==> config.mk <==
export PLATFORM = sky130hd
export DESIGN_NAME = readability_text_statistics
export DESIGN_NICKNAME = d
export VERILOG_FILES = /design/src/hdl/rts_pkg.sv /design/src/hdl/rts_datapath.sv /design/src/hdl/rts_ctrl.sv /design/src/hdl/readability_text_statistics.sv
export SDC_FILE = /design/constraint.sdc
export NUM_CORES = 2
export LEC_CHECK = 0
export BUFFER_PORTS_ARGS = -buffer_cell sky130_fd_sc_hd__buf_2
export CAP_MARGIN = 20
export CORE_MARGIN = 1
export CORE_UTILIZATION = 53
export DETAILED_ROUTE_END_ITERATION = 16
export GPL_ROUTABILITY_DRIVEN = 0
export PLACE_DENSITY = 0.73
export RECOVER_POWER = 100
export SYNTH_ARGS = -nofsm -noshare
export SYNTH_HDL_FRONTEND = slang
export SYNTH_SLANG_ARGS = --single-unit
==> constraint.sdc <==
create_clock -name clk -period 17.29 [get_ports clk]
set_input_delay 3.458 -clock clk [delete_from_list [all_inputs] [get_ports clk]]
set_output_delay 3.458 -clock clk [all_outputs]
set_load 0.01 [all_outputs]
==> src/hdl/rts_pkg.sv <==
// Package for the readability text statistics block.
// Holds payload structs, character codes, scoring constants and the
// controller/datapath command and status structs. No dependencies.
package rts_pkg;

    localparam int COUNT_BITS = 32;
    localparam int RUNS_BITS  = 16;
    localparam int QUO_BITS   = COUNT_BITS + 16;

    localparam logic [7:0] CHAR_PERIOD = 8'h2E;
    localparam logic [7:0] CHAR_SPACE  = 8'h20;
    localparam logic [7:0] CHAR_A      = 8'h61;
    localparam logic [7:0] CHAR_E      = 8'h65;
    localparam logic [7:0] CHAR_I      = 8'h69;
    localparam logic [7:0] CHAR_O      = 8'h6F;
    localparam logic [7:0] CHAR_U      = 8'h75;
    localparam logic [7:0] CHAR_Y      = 8'h79;

    localparam logic [19:0] K_WPS = 20'd25559;
    localparam logic [19:0] K_SPW = 20'd773325;
    localparam logic signed [33:0] K_OFS = 34'sd1021706;

    typedef struct packed {
        logic [7:0] text_byte;
        logic       end_of_text;
    } in_item_t;

    typedef struct packed {
        logic [31:0]        sentence_total;
        logic [31:0]        word_total;
        logic [31:0]        scored_word_total;
        logic [31:0]        syllable_total;
        logic [31:0]        words_per_sentence;
        logic [31:0]        syllables_per_word;
        logic signed [31:0] grade_score;
        logic               divide_fault;
    } out_item_t;

    // Controller to datapath.
    typedef struct packed {
        logic take_byte;    // apply one byte to the counters
        logic close_text;   // close open word and segment
        logic div_start;    // load the divider for one average
        logic div_sel;      // 0: words/sentence, 1: syllables/word
        logic div_step;     // one restoring division step
        logic div_store;    // keep the finished quotient
        logic score_mul;    // form the two products
        logic score_fin;    // sum, offset, saturate; load result
        logic clear;        // return counters to reset values
    } rts_cmd_t;

    typedef struct packed {
        logic div_done;
    } rts_sts_t;

endpackage

==> src/hdl/rts_datapath.sv <==
// Datapath: text counters, shared bit-serial divider and score arithmetic.
// Depends on rts_pkg.
module rts_datapath (
    input  logic                clk,
    input  logic                rst_n,
    input  rts_pkg::in_item_t   in_item,
    input  rts_pkg::rts_cmd_t   cmd,
    output rts_pkg::rts_sts_t   sts,
    output rts_pkg::out_item_t  result
);
    localparam int CB = rts_pkg::COUNT_BITS;
    localparam int QB = rts_pkg::QUO_BITS;
    localparam logic [CB-1:0] CNT_MAX = {CB{1'b1}};
    localparam logic [rts_pkg::RUNS_BITS-1:0] RUNS_MAX = {rts_pkg::RUNS_BITS{1'b1}};
    localparam int DCW = $clog2(QB + 1);

    logic [CB-1:0] sent_reg, word_reg, scored_reg, syl_reg;
    logic [CB-1:0] sent_next, word_next, scored_next, syl_next;
    logic seg_reg, inw_reg, prevv_reg, laste_reg, lastop_reg;
    logic seg_next, inw_next, prevv_next, laste_next, lastop_next;
    logic [1:0] vseen_reg, vseen_next;
    logic [rts_pkg::RUNS_BITS-1:0] runs_reg, runs_next;

    // Divider state.
    logic [QB-1:0] dnum_reg;
    logic [CB:0]   drem_reg;
    logic [CB-1:0] dden_reg;
    logic [DCW-1:0] dcnt_reg;
    logic [31:0] wps_reg, spw_reg;
    rts_pkg::out_item_t result_reg;

    function automatic logic [CB-1:0] sat_inc(input logic [CB-1:0] a,
                                              input logic [CB-1:0] b);
        logic [CB:0] s;
        begin
            s = {1'b0, a} + {1'b0, b};
            sat_inc = (s[CB] || s[CB-1:0] == CNT_MAX) ? CNT_MAX : s[CB-1:0];
        end
    endfunction

    function automatic logic [31:0] sat32(input logic [CB-1:0] v);
        begin
            sat32 = (CB > 32 && (v >> 32) != '0) ? 32'hFFFF_FFFF : 32'(v);
        end
    endfunction

    logic [7:0] c;
    logic       is_vowel;
    logic [rts_pkg::RUNS_BITS-1:0] syl;
    logic close_w, close_s;

    always_comb
    begin
        c = in_item.text_byte;
        is_vowel = (c == rts_pkg::CHAR_A) || (c == rts_pkg::CHAR_E) ||
                   (c == rts_pkg::CHAR_I) || (c == rts_pkg::CHAR_O) ||
                   (c == rts_pkg::CHAR_U) || (c == rts_pkg::CHAR_Y);
        sent_next = sent_reg; word_next = word_reg;
        scored_next = scored_reg; syl_next = syl_reg;
        seg_next = seg_reg; inw_next = inw_reg; prevv_next = prevv_reg;
        laste_next = laste_reg; lastop_next = lastop_reg;
        vseen_next = vseen_reg; runs_next = runs_reg;
        close_w = 1'b0; close_s = 1'b0;
        syl = runs_reg;
        if (vseen_reg == 2'd2 && laste_reg && lastop_reg && runs_reg != '0)
            syl = runs_reg - 1'b1;
        if (cmd.take_byte) begin
            if (c == rts_pkg::CHAR_PERIOD) begin
                close_w = 1'b1; close_s = 1'b1;
            end else if (c == rts_pkg::CHAR_SPACE) begin
                close_w = 1'b1; seg_next = 1'b1;
            end else begin
                seg_next = 1'b1; inw_next = 1'b1;
                if (is_vowel) begin
                    if (vseen_reg != 2'd2) vseen_next = vseen_reg + 2'd1;
                    lastop_next = !prevv_reg;
                    if (!prevv_reg && runs_reg != RUNS_MAX)
                        runs_next = runs_reg + 1'b1;
                    laste_next = (c == rts_pkg::CHAR_E);
                    prevv_next = 1'b1;
                end else begin
                    prevv_next = 1'b0;
                end
            end
        end
        if (cmd.close_text) begin
            close_w = 1'b1; close_s = 1'b1;
        end
        if (close_w) begin
            if (inw_reg) begin
                word_next = sat_inc(word_reg, CB'(1));
                if (syl != '0) begin
                    scored_next = sat_inc(scored_reg, CB'(1));
                    syl_next = sat_inc(syl_reg, CB'(syl));
                end
            end
            inw_next = 1'b0; vseen_next = 2'd0; runs_next = '0;
            prevv_next = 1'b0; laste_next = 1'b0; lastop_next = 1'b0;
        end
        if (close_s) begin
            if (seg_next)
                sent_next = sat_inc(sent_reg, CB'(1));
            seg_next = 1'b0;
        end
        if (cmd.clear) begin
            sent_next = '0; word_next = '0; scored_next = '0; syl_next = '0;
            seg_next = 1'b0;
        end
    end

    always_ff @(posedge clk or negedge rst_n)
    begin
        if (!rst_n) begin
            sent_reg <= '0; word_reg <= '0; scored_reg <= '0; syl_reg <= '0;
            seg_reg <= 1'b0; inw_reg <= 1'b0; prevv_reg <= 1'b0;
            laste_reg <= 1'b0; lastop_reg <= 1'b0; vseen_reg <= 2'd0;
            runs_reg <= '0;
        end else begin
            sent_reg <= sent_next; word_reg <= word_next;
            scored_reg <= scored_next; syl_reg <= syl_next;
            seg_reg <= seg_next; inw_reg <= inw_next; prevv_reg <= prevv_next;
            laste_reg <= laste_next; lastop_reg <= lastop_next;
            vseen_reg <= vseen_next; runs_reg <= runs_next;
        end
    end

    // Restoring divider, one quotient bit per cycle, numerator = count << 16.
    logic [CB+1:0] trial;
    logic [31:0]   quo32;
    always_comb
    begin
        trial = {drem_reg, dnum_reg[QB-1]} - {2'b00, dden_reg};
        quo32 = (dden_reg == '0) ? 32'd0 :
                ((dnum_reg >> 32) != '0) ? 32'hFFFF_FFFF : dnum_reg[31:0];
    end

    logic [51:0] pwf_reg, psf_reg;

    // Score sum: products are Q16.16 times Q4.16 constants, 52 bits max each.
    logic [52:0] acc;
    logic signed [37:0] score;
    always_comb
    begin
        acc = 53'(pwf_reg) + 53'(psf_reg) + 53'd32768;
        score = 38'(acc >> 16) - 38'(rts_pkg::K_OFS);
    end

    // The averages times the scoring constants, 32 by 20 bits each.
    logic [51:0] mw, ms;
    assign mw = 52'(wps_reg) * 52'(rts_pkg::K_WPS);
    assign ms = 52'(spw_reg) * 52'(rts_pkg::K_SPW);

    always_ff @(posedge clk)
    begin
        if (cmd.div_start) begin
            dnum_reg <= {(cmd.div_sel ? syl_reg : word_reg), 16'd0};
            dden_reg <= cmd.div_sel ? scored_reg : sent_reg;
            drem_reg <= '0;
        end else if (cmd.div_step) begin
            if (!trial[CB+1]) begin
                drem_reg <= trial[CB:0];
                dnum_reg <= {dnum_reg[QB-2:0], 1'b1};
            end else begin
                drem_reg <= {drem_reg[CB-1:0], dnum_reg[QB-1]};
                dnum_reg <= {dnum_reg[QB-2:0], 1'b0};
            end
        end
        if (cmd.div_store) begin
            if (cmd.div_sel) spw_reg <= quo32;
            else             wps_reg <= quo32;
        end
        if (cmd.score_mul) begin
            pwf_reg <= mw;
            psf_reg <= ms;
        end
        if (cmd.score_fin) begin
            result_reg.sentence_total     <= sat32(sent_reg);
            result_reg.word_total         <= sat32(word_reg);
            result_reg.scored_word_total  <= sat32(scored_reg);
            result_reg.syllable_total     <= sat32(syl_reg);
            result_reg.words_per_sentence <= wps_reg;
            result_reg.syllables_per_word <= spw_reg;
            result_reg.divide_fault <= (sent_reg == '0) || (scored_reg == '0);
            if (score > 38'sd2147483647)
                result_reg.grade_score <= 32'sh7FFF_FFFF;
            else if (score < -38'sd2147483648)
                result_reg.grade_score <= 32'sh8000_0000;
            else
                result_reg.grade_score <= 32'(score);
        end
    end

    always_ff @(posedge clk or negedge rst_n)
    begin
        if (!rst_n)
            dcnt_reg <= '0;
        else if (cmd.div_start)
            dcnt_reg <= DCW'(QB);
        else if (cmd.div_step && dcnt_reg != '0)
            dcnt_reg <= dcnt_reg - 1'b1;
    end

    assign sts.div_done = (dcnt_reg == '0);
    assign result = result_reg;
endmodule

==> src/hdl/rts_ctrl.sv <==
// Controller state machine for the readability statistics block.
// Depends on rts_pkg; drives rts_datapath through rts_cmd_t.
module rts_ctrl (
    input  logic              clk,
    input  logic              rst_n,
    input  logic              in_valid,
    input  logic              in_last,
    output logic              in_ready,
    output logic              out_valid,
    input  logic              out_ready,
    input  rts_pkg::rts_sts_t sts,
    output rts_pkg::rts_cmd_t cmd
);
    typedef enum logic [2:0] {
        S_RUN, S_CLOSE, S_DIV_W, S_DIV_S, S_MUL, S_FIN, S_HOLD
    } state_t;

    state_t state_reg, state_next;
    logic   out_valid_reg, out_valid_next;
    logic   started_reg, started_next;

    always_comb
    begin
        state_next = state_reg;
        out_valid_next = out_valid_reg;
        started_next = 1'b0;
        cmd = '0;
        in_ready = 1'b0;
        // A pending result leaves at its handshake in any state.
        if (out_valid_reg && out_ready) out_valid_next = 1'b0;
        case (state_reg)
            S_RUN:
            begin
                in_ready = 1'b1;
                if (in_valid && in_ready) begin
                    cmd.take_byte = 1'b1;
                    if (in_last) state_next = S_CLOSE;
                end
            end
            S_CLOSE:
            begin
                cmd.close_text = 1'b1;
                state_next = S_DIV_W;
            end
            S_DIV_W:
            begin
                cmd.div_sel = 1'b0;
                if (!started_reg) begin
                    cmd.div_start = 1'b1;
                    started_next = 1'b1;
                end else if (!sts.div_done) begin
                    cmd.div_step = 1'b1;
                    started_next = 1'b1;
                end else begin
                    cmd.div_store = 1'b1;
                    state_next = S_DIV_S;
                end
            end
            S_DIV_S:
            begin
                cmd.div_sel = 1'b1;
                if (!started_reg) begin
                    cmd.div_start = 1'b1;
                    started_next = 1'b1;
                end else if (!sts.div_done) begin
                    cmd.div_step = 1'b1;
                    started_next = 1'b1;
                end else begin
                    cmd.div_store = 1'b1;
                    state_next = S_MUL;
                end
            end
            S_MUL:
            begin
                cmd.score_mul = 1'b1;
                state_next = S_FIN;
            end
            S_FIN:
            begin
                cmd.score_fin = 1'b1;
                out_valid_next = 1'b1;
                state_next = S_HOLD;
            end
            S_HOLD:
            begin
                cmd.clear = 1'b1;
                state_next = S_RUN;
            end
            default: state_next = S_RUN;
        endcase
    end

    always_ff @(posedge clk or negedge rst_n)
    begin
        if (!rst_n) begin
            state_reg <= S_RUN;
            out_valid_reg <= 1'b0;
            started_reg <= 1'b0;
        end else begin
            state_reg <= state_next;
            out_valid_reg <= out_valid_next;
            started_reg <= started_next;
        end
    end

    assign out_valid = out_valid_reg;
endmodule

==> src/hdl/readability_text_statistics.sv <==
// Top level of the readability text statistics block.
// Depends on rts_pkg, rts_ctrl and rts_datapath.
//
// Usage: text enters one byte per item on the in channel (valid/ready).
// Each byte updates the sentence, word and syllable counters as it is
// taken, so ordinary bytes are taken one per clock outside the result
// sequence. The byte flagged with end_of_text starts that sequence: the
// close state first closes any open word and sentence, then two averages
// come from one shared restoring divider, one quotient bit per cycle over
// COUNT_BITS+16 bits, then one multiply stage and one saturation stage
// produce the result item on the out channel. No byte is accepted during
// the sequence nor in the clear state after it, while the counters are
// cleared. The result sits in an output register; while the receiver
// stalls, bytes of the next text are still accepted and counted, and only
// a further end of text waits. After each result all counters return to
// zero. Reset (rst_n low, asynchronous) clears all counters and drops out
// valid.
module readability_text_statistics (
    input  logic               clk,
    input  logic               rst_n,
    input  logic               in_valid,
    output logic               in_ready,
    input  rts_pkg::in_item_t  in_data,
    output logic               out_valid,
    input  logic               out_ready,
    output rts_pkg::out_item_t out_data
);
    rts_pkg::rts_cmd_t cmd;
    rts_pkg::rts_sts_t sts;
    logic ready_int;

    // A final byte must wait while an earlier result is still pending.
    assign in_ready = ready_int && !(in_data.end_of_text && out_valid && !out_ready);

    rts_ctrl u_ctrl (
        .clk       (clk),
        .rst_n     (rst_n),
        .in_valid  (in_valid && in_ready),
        .in_last   (in_data.end_of_text),
        .in_ready  (ready_int),
        .out_valid (out_valid),
        .out_ready (out_ready),
        .sts       (sts),
        .cmd       (cmd)
    );

    rts_datapath u_dp (
        .clk     (clk),
        .rst_n   (rst_n),
        .in_item (in_data),
        .cmd     (cmd),
        .sts     (sts),
        .result  (out_data)
    );
endmodule
# Word-level counts from Yosys, hierarchy flattened
# Cells that the tools add are included.
[classes]
multipliers = 2
n_eq_ne = 29
addsub = 12
reduce_logical = 55
muxes = 95
bitwise_logic = 1
order_cmp = 2
[op_table]
columns = ["operator", "n"]
rows = [
  ["two-way mux 32 bit", 23],
  ["equality test 32 bit (second input constant)", 4],
  ["two-way mux 16 bit", 7],
  ["adder 32 x 1 -> 33 bit (second input constant)", 3],
  ["logical NOT 32 bit", 3],
  ["two-way mux 48 bit", 2],
  ["adder 47 x 52 -> 53 bit", 1],
  ["adder 53 x 16 -> 53 bit (second input constant)", 1],
  ["multiplier 32 x 20 -> 52 bit (second input constant)", 1],
  ["equality test 8 x 7 -> 1 bit (second input constant)", 6],
  ["nonzero test 48 bit", 1],
  ["multiplier 32 x 15 -> 47 bit (second input constant)", 1],
  ["two-way mux 1 bit", 45],
  ["greater-than comparator 38 x 32 -> 1 bit (second input constant)", 1],
  ["< comparator 38 x 32 -> 1 bit (second input constant)", 1],
  ["subtractor 37 x 20 -> 38 bit (second input constant)", 1],
  ["subtractor 34 x 32 -> 34 bit", 1],
  ["adder 32 x 16 -> 33 bit", 1],
  ["two-way mux 33 bit", 1],
  ["nonzero test 16 bit", 2],
  ["nonzero test 2 bit", 12],
  ["two-way mux 3 bit", 6],
  ["case mux 3 bit (6 select lines)", 1],
  ["adder 16 x 1 -> 16 bit (second input constant)", 1],
  ["other kinds (27)", 70],
]
[word_totals]
output_inout_bits = 227
elab_cells = 227
register_bits = 663

# Depth between registers and ports, before layout
[depth]
ltp_word = 13
depth_mapped = 26
depth_no_buf = 26

# Modules after synthesis
# A second synthesis with hierarchy kept.
[hier_totals]
hier_cells = 5457
hier_area_um2 = 56038.7
[by_module_without_submodules]
columns = ["module", "area_per_inst_um2", "n_inst", "cells_each", "seq_area_each_um2"]
rows = [
  ["rts_datapath", 55699.7, 1, 5420, 18482.7],
  ["rts_ctrl", 319.1, 1, 34, 125.1],
  ["readability_text_statistics", 20.0, 1, 3, 0.0],
]

# Least setup slack after synthesis
# Ideal clock, no wire load.
[synth_path]
path_kind = "register -> register"
startpoint = "register u_ctrl.state_reg[1]"
endpoint = "register u_ctrl.out_valid_reg, in the netlist u_ctrl.out_valid"
stages_incl_launch_ff = 4
period_less_slack_ns = 17.183
arrival_ns = 17.025
setup_slack_ns = 0.107
required_ns = 17.132
cell_sequence = "dfrtp_1 clkbuf_1 nor3_1 or2_2"
[synth_between]
elab_chain_cells = 2
word_cells_on_any_way = 3
cone_classes = "eq/ne: 1; mux: 1; reduce/logical: 1"
[synth_rtl]
columns = ["element", "line", "text"]
rows = [
  ["start, declared", "rts_ctrl.sv:18", "state_t state_reg, state_next;"],
  ["start signal, assigned", "rts_ctrl.sv:100", "state_reg <= state_next;"],
  ["equality test 3 bit (*)", "rts_ctrl.sv:31", "case (state_reg)"],
  ["two-way mux 1 bit / nonzero test 2 bit (equally long branches)", "--", ""],
  ["end signal, assigned", "rts_ctrl.sv:101", "out_valid_reg <= out_valid_next;"],
  ["end, declared", "rts_ctrl.sv:19", "logic out_valid_reg, out_valid_next;"],
]
# Every way passes the cells marked *; elsewhere a longest branch is shown, timed or not.
# A chain may end at the register's enable or synchronous reset.

==> results.md <==
Status:
- The flow ran to the end, but the final reports show violations.
- The final reports fail on max-capacitance violations, max-slew violations.

Setup path:
- The endpoint class of the critical path is an async pin.
- The startpoint of the worst-slack reg-to-reg timing path is u_ctrl.state_reg[0].
- The data arrival time of the worst path is 10.41 ns.
- The slack of the worst reg-to-reg path is 6.92 ns.
- The critical path class is in2async.
- Of all nets on the critical path, the largest fanout is 87.
- STA classifies the critical path startpoint as an input pin.
- The logic depth of the worst register-to-register path is 4.
- The worst endpoint required time is 17.13 ns.
- The end of the worst register-to-register path is u_dp.result[58].

Synth:
- The average footprint of a synthesized cell is 10.28 um^2.
- Summing every instance area after synthesis gives 0.05511 mm^2.
- The post-synth net total is 6,487.
- The post-synthesis cell type with the largest combined area is sky130_fd_sc_hd__edfxtp_1.
- By area the synthesized netlist is led by sky130_fd_sc_hd__edfxtp_1 (25%), sky130_fd_sc_hd__fa_1 (17%), sky130_fd_sc_hd__ha_1 (14%).
- During synthesis, Yosys emitted a total of 0 warnings.
- Counting flops with an async set or reset pin after synthesis yields a share of 24.43%.
- The synthesized design contains 663 register bits.
- The post-synthesis instance total is 5,362.
- The count of flip-flops with a built-in enable after synthesis is 452.
- The top-area cell type share of the netlist area is 24.63%.
- The number of distinct library cells after synthesis is 97.
- Summing the sequential cell areas from Yosys gives 33.76% of the chip area.
- For this run, the leading register cell type out of synthesis is sky130_fd_sc_hd__edfxtp_1.

GRT:
- The global router's overall resource usage is 26.61%.
- The number of antenna violations at the first check in global routing was 1.
- The via count of the first global-routing pass is 40,190.
- The total grt overflow is 0.
- The pin count of the biggest net entering global routing is 136.
- The wire length of the first global-routing pass is 221,100 um.

Clock network:
- The buffer type at the clock tree root is sky130_fd_sc_hd__clkbuf_16.
- In this run the deepest clock path goes through 3 buffers.
- The clock tree synthesis step divided the H-tree into 3 levels.
- The number of buffers added to fix hold violations after cts is 0.
- The CTS tree is yes.
- Post-CTS timing repair inserted 0 buffers for setup.
- The clock net in this run drives a total of 663 sinks.
- The clock-pin slew on the worst setup and hold paths is 0.06 ns.
- The insertion delay to the later sink of the worst-skew pair is 0.67 ns.
- The number of gates resized after CTS is 0.
- Buffers inserted during clock tree synthesis total 75.

Power:
- Combinational logic burns 0.3% of the power.
- The net switching power is 0.7123 mW.
- The worst-case IR drop observed on VDD is 72.05 uV.
- In this run switching power makes up 21.21% of total power.
- The total power draw is 3.357 mW.
- Registers are responsible for 50.0% of the overall power.
- For this design the ratio of total power to cell area is 56.02 mW/mm^2.
- The cell-internal power is 2.645 mW.
- The cell leakage power is 27.54 nW.
- The clock share of power is 49.7%.

Route:
- The first detailed-routing pass ran for 6 iterations.
- The via count normalized by instance count is 5.770.
- The number of violations reported at the end of detailed-routing iteration 0 is 3,195.
- In this run the remaining antenna-violating nets after routing total 0.
- For this run, design rule violations remaining after detail routing come to 0.
- The total via count in the routed design is 40,320.
- The average wire length per cell after detail routing is 20.13 um.
- The final layout contains routed wiring with a total length of 140,700 um.

Timing:
- After layout, the worst path uses 61.12% of the clock period.
- Based on the critical path, the design can be clocked at up to 94.62 MHz.
- On the final layout, the worst hold slack is 0.4477 ns.
- The final setup TNS is 0 ns.
- Setup repair after global routing left no endpoint under its margin.
- The final-report max-slew violation count was 940.
- The relative slew slack is -435.4%.
- The setup-violating endpoint count in the final report is 0.
- Clock skew on the completed layout was measured at 0.04762 ns.
- The slew of the pin with the lowest slew margin is 8.030 ns.
- After layout, the minimum clock period comes to 10.57 ns.
- The total count of hold-check failures in the final report is 0.

Floorplan:
- The area of the core is 0.1025 mm^2.
- The die area is 0.1053 mm^2.
- The die is 324.5 um tall.
- The row count is 117.
- For this configuration, the core starts out at a cell density of 53.78%.
- During I/O placement, the number of pins put on the boundary was 240.
- The die extent in x is 324.5 um.

Cells and area:
- The finished layout holds 6,988 standard cells, fillers aside.
- The post-route netlist has 3.772% of its cells at a drive strength greater than 1.
- The area growth from synthesis to layout is 8.754%.
- The number of nets in the layout is 6,683.
- The area of all placed cells without fillers is 0.05994 mm^2.
- The number of fillers in the final layout is 8,632.
- The diode insertion count for antenna repair is 0.
- The number of flip-flops in the largest register is 225.

Place:
- Summing all placed instances gives a cell area of 0.05773 mm^2.
- Summed over all nets, the half-perimeter wirelength after detailed placement is 109,800 um.
- After detailed placement, the design holds a cell count of 6,847.
- Port buffering added 239 buffers.

Worst hold path:
- The startpoint identified for the worst hold timing path is u_dp.dnum_reg[3].
- The worst hold path passes through 2 cells.
- The class of the tightest hold or removal check is reg2reg.
- The endpoint of the worst hold path is u_dp.dnum_reg[4].

Job:
- The tool flagged a number of max-cap violations equal to 17.
area by class of cell:
cell class	count	area, um^2	share of cell area [%]
clock buffer	95	2096	3.497
clock inverter	44	504.2	0.8413
inverter	928	3483	5.812
multi-input combinational	3620	32470	54.18
sequential	663	18610	31.05
tap	1368	1712	2.856
timing repair buffer	270	1061	1.770
synthesized netlist by cell type (67+ instances only):
cell / count
sky130_fd_sc_hd__inv_1: 926
sky130_fd_sc_hd__ha_1: 631
sky130_fd_sc_hd__fa_1: 481
sky130_fd_sc_hd__edfxtp_1: 452
sky130_fd_sc_hd__nor2_1: 324
sky130_fd_sc_hd__nand2_1: 305
sky130_fd_sc_hd__a21oi_1: 297
sky130_fd_sc_hd__o21ai_0: 294
sky130_fd_sc_hd__dfrtp_1: 162
sky130_fd_sc_hd__xnor2_1: 144
sky130_fd_sc_hd__nand3_1: 136
sky130_fd_sc_hd__clkbuf_1: 129
sky130_fd_sc_hd__nor3_1: 95
sky130_fd_sc_hd__a21o_1: 89
sky130_fd_sc_hd__xor2_1: 87
sky130_fd_sc_hd__mux2i_1: 67
worst max path at each step:
stage | end | slack, ns | cells after the start | start
after floorplan | u_ctrl.out_valid | 0.11 | 3 | u_ctrl.state_reg[1]
after global placement | u_dp.psf_reg[51] | 9.41 | 26 | u_dp.spw_reg[14]
after detailed placement | u_dp.psf_reg[51] | 9.27 | 26 | u_dp.spw_reg[14]
after CTS | u_dp.psf_reg[51] | 9.25 | 24 | u_dp.spw_reg[17]
after global routing | u_dp.word_reg[12] | 5.32 | 3 | rst_n
final | u_dp.word_reg[4] | 6.72 | 3 | rst_n
cells by family after synthesis:
logic type / count (synthesis) / synth area share, %
and+or+nand+nor: 1192 / 10.48
adders and majority gates: 1112 / 31.80
buffers and inverters: 1079 / 7.394
AOI/OAI and AO/OA: 1001 / 11.33
DFF: 663 / 33.76
xor gates and xnor gates: 231 / 3.671
muxes: 84 / 1.564
per-stage QoR:
| step | setup WS [ns] | utilization [%] |
|---|---|---|
| global placement | 9.407 | 56.34 |
| CTS | 9.251 | 58.88 |
| global route | 5.318 | 58.49 |
| finish | 6.722 | 58.49 |
| detailed placement | 9.274 | 56.34 |
| floorplan | 0.1072 | - |
worst max-delay path: stages:
cell and delay, ns:
sky130_fd_sc_hd__clkbuf_1 3.53, sky130_fd_sc_hd__clkbuf_1 0.46, sky130_fd_sc_hd__clkbuf_1 2.76
cell usage in the layout, fill, tap and decap left out, types with 27 or more instances in the layout:
| master | n |
|---|---|
| sky130_fd_sc_hd__nor2_1 | 322 |
| sky130_fd_sc_hd__ha_1 | 631 |
| sky130_fd_sc_hd__nor4_1 | 48 |
| sky130_fd_sc_hd__o21ai_0 | 295 |
| sky130_fd_sc_hd__xor2_1 | 86 |
| sky130_fd_sc_hd__fa_1 | 481 |
| sky130_fd_sc_hd__nand2_1 | 305 |
| sky130_fd_sc_hd__nand4_1 | 62 |
| sky130_fd_sc_hd__a21oi_1 | 297 |
| sky130_fd_sc_hd__and3_1 | 49 |
| sky130_fd_sc_hd__dfxtp_1 | 49 |
| sky130_fd_sc_hd__a211oi_1 | 27 |
| sky130_fd_sc_hd__xnor2_1 | 144 |
| sky130_fd_sc_hd__o21a_1 | 34 |
| sky130_fd_sc_hd__nor2b_1 | 31 |
| sky130_fd_sc_hd__nor3_1 | 94 |
| sky130_fd_sc_hd__a21o_1 | 89 |
| sky130_fd_sc_hd__clkbuf_16 | 78 |
| sky130_fd_sc_hd__nand3_1 | 136 |
| sky130_fd_sc_hd__dfrtp_1 | 161 |
| sky130_fd_sc_hd__a31oi_1 | 28 |
| sky130_fd_sc_hd__a311oi_1 | 29 |
| sky130_fd_sc_hd__inv_1 | 926 |
| sky130_fd_sc_hd__edfxtp_1 | 452 |
| sky130_fd_sc_hd__nand2b_1 | 31 |
| sky130_fd_sc_hd__mux2i_1 | 67 |
| sky130_fd_sc_hd__clkbuf_1 | 259 |
power groups by stage:
stage	registers [mW]	logic, mW	clock network (mW)
global placement	1.71	0.0115	0
global route	1.68	0.0128	1.75
detailed placement	1.71	0.0117	0
CTS	1.68	0.0117	1.69
finish	1.68	0.0111	1.67
floorplan	1.71	0.000885	0
metal layers:
layer  vias to the layer above  part of all wire, %  track usage (%)
met4                         0                  4.3            11.17
met2                      1409                   48            44.84
met5                         -                    0                0
li1                      18750                    -                -
met3                       321                  6.9            4.586
met1                     19840                   41            33.83
No activity file was read; power rests on OpenSTA's default activity.
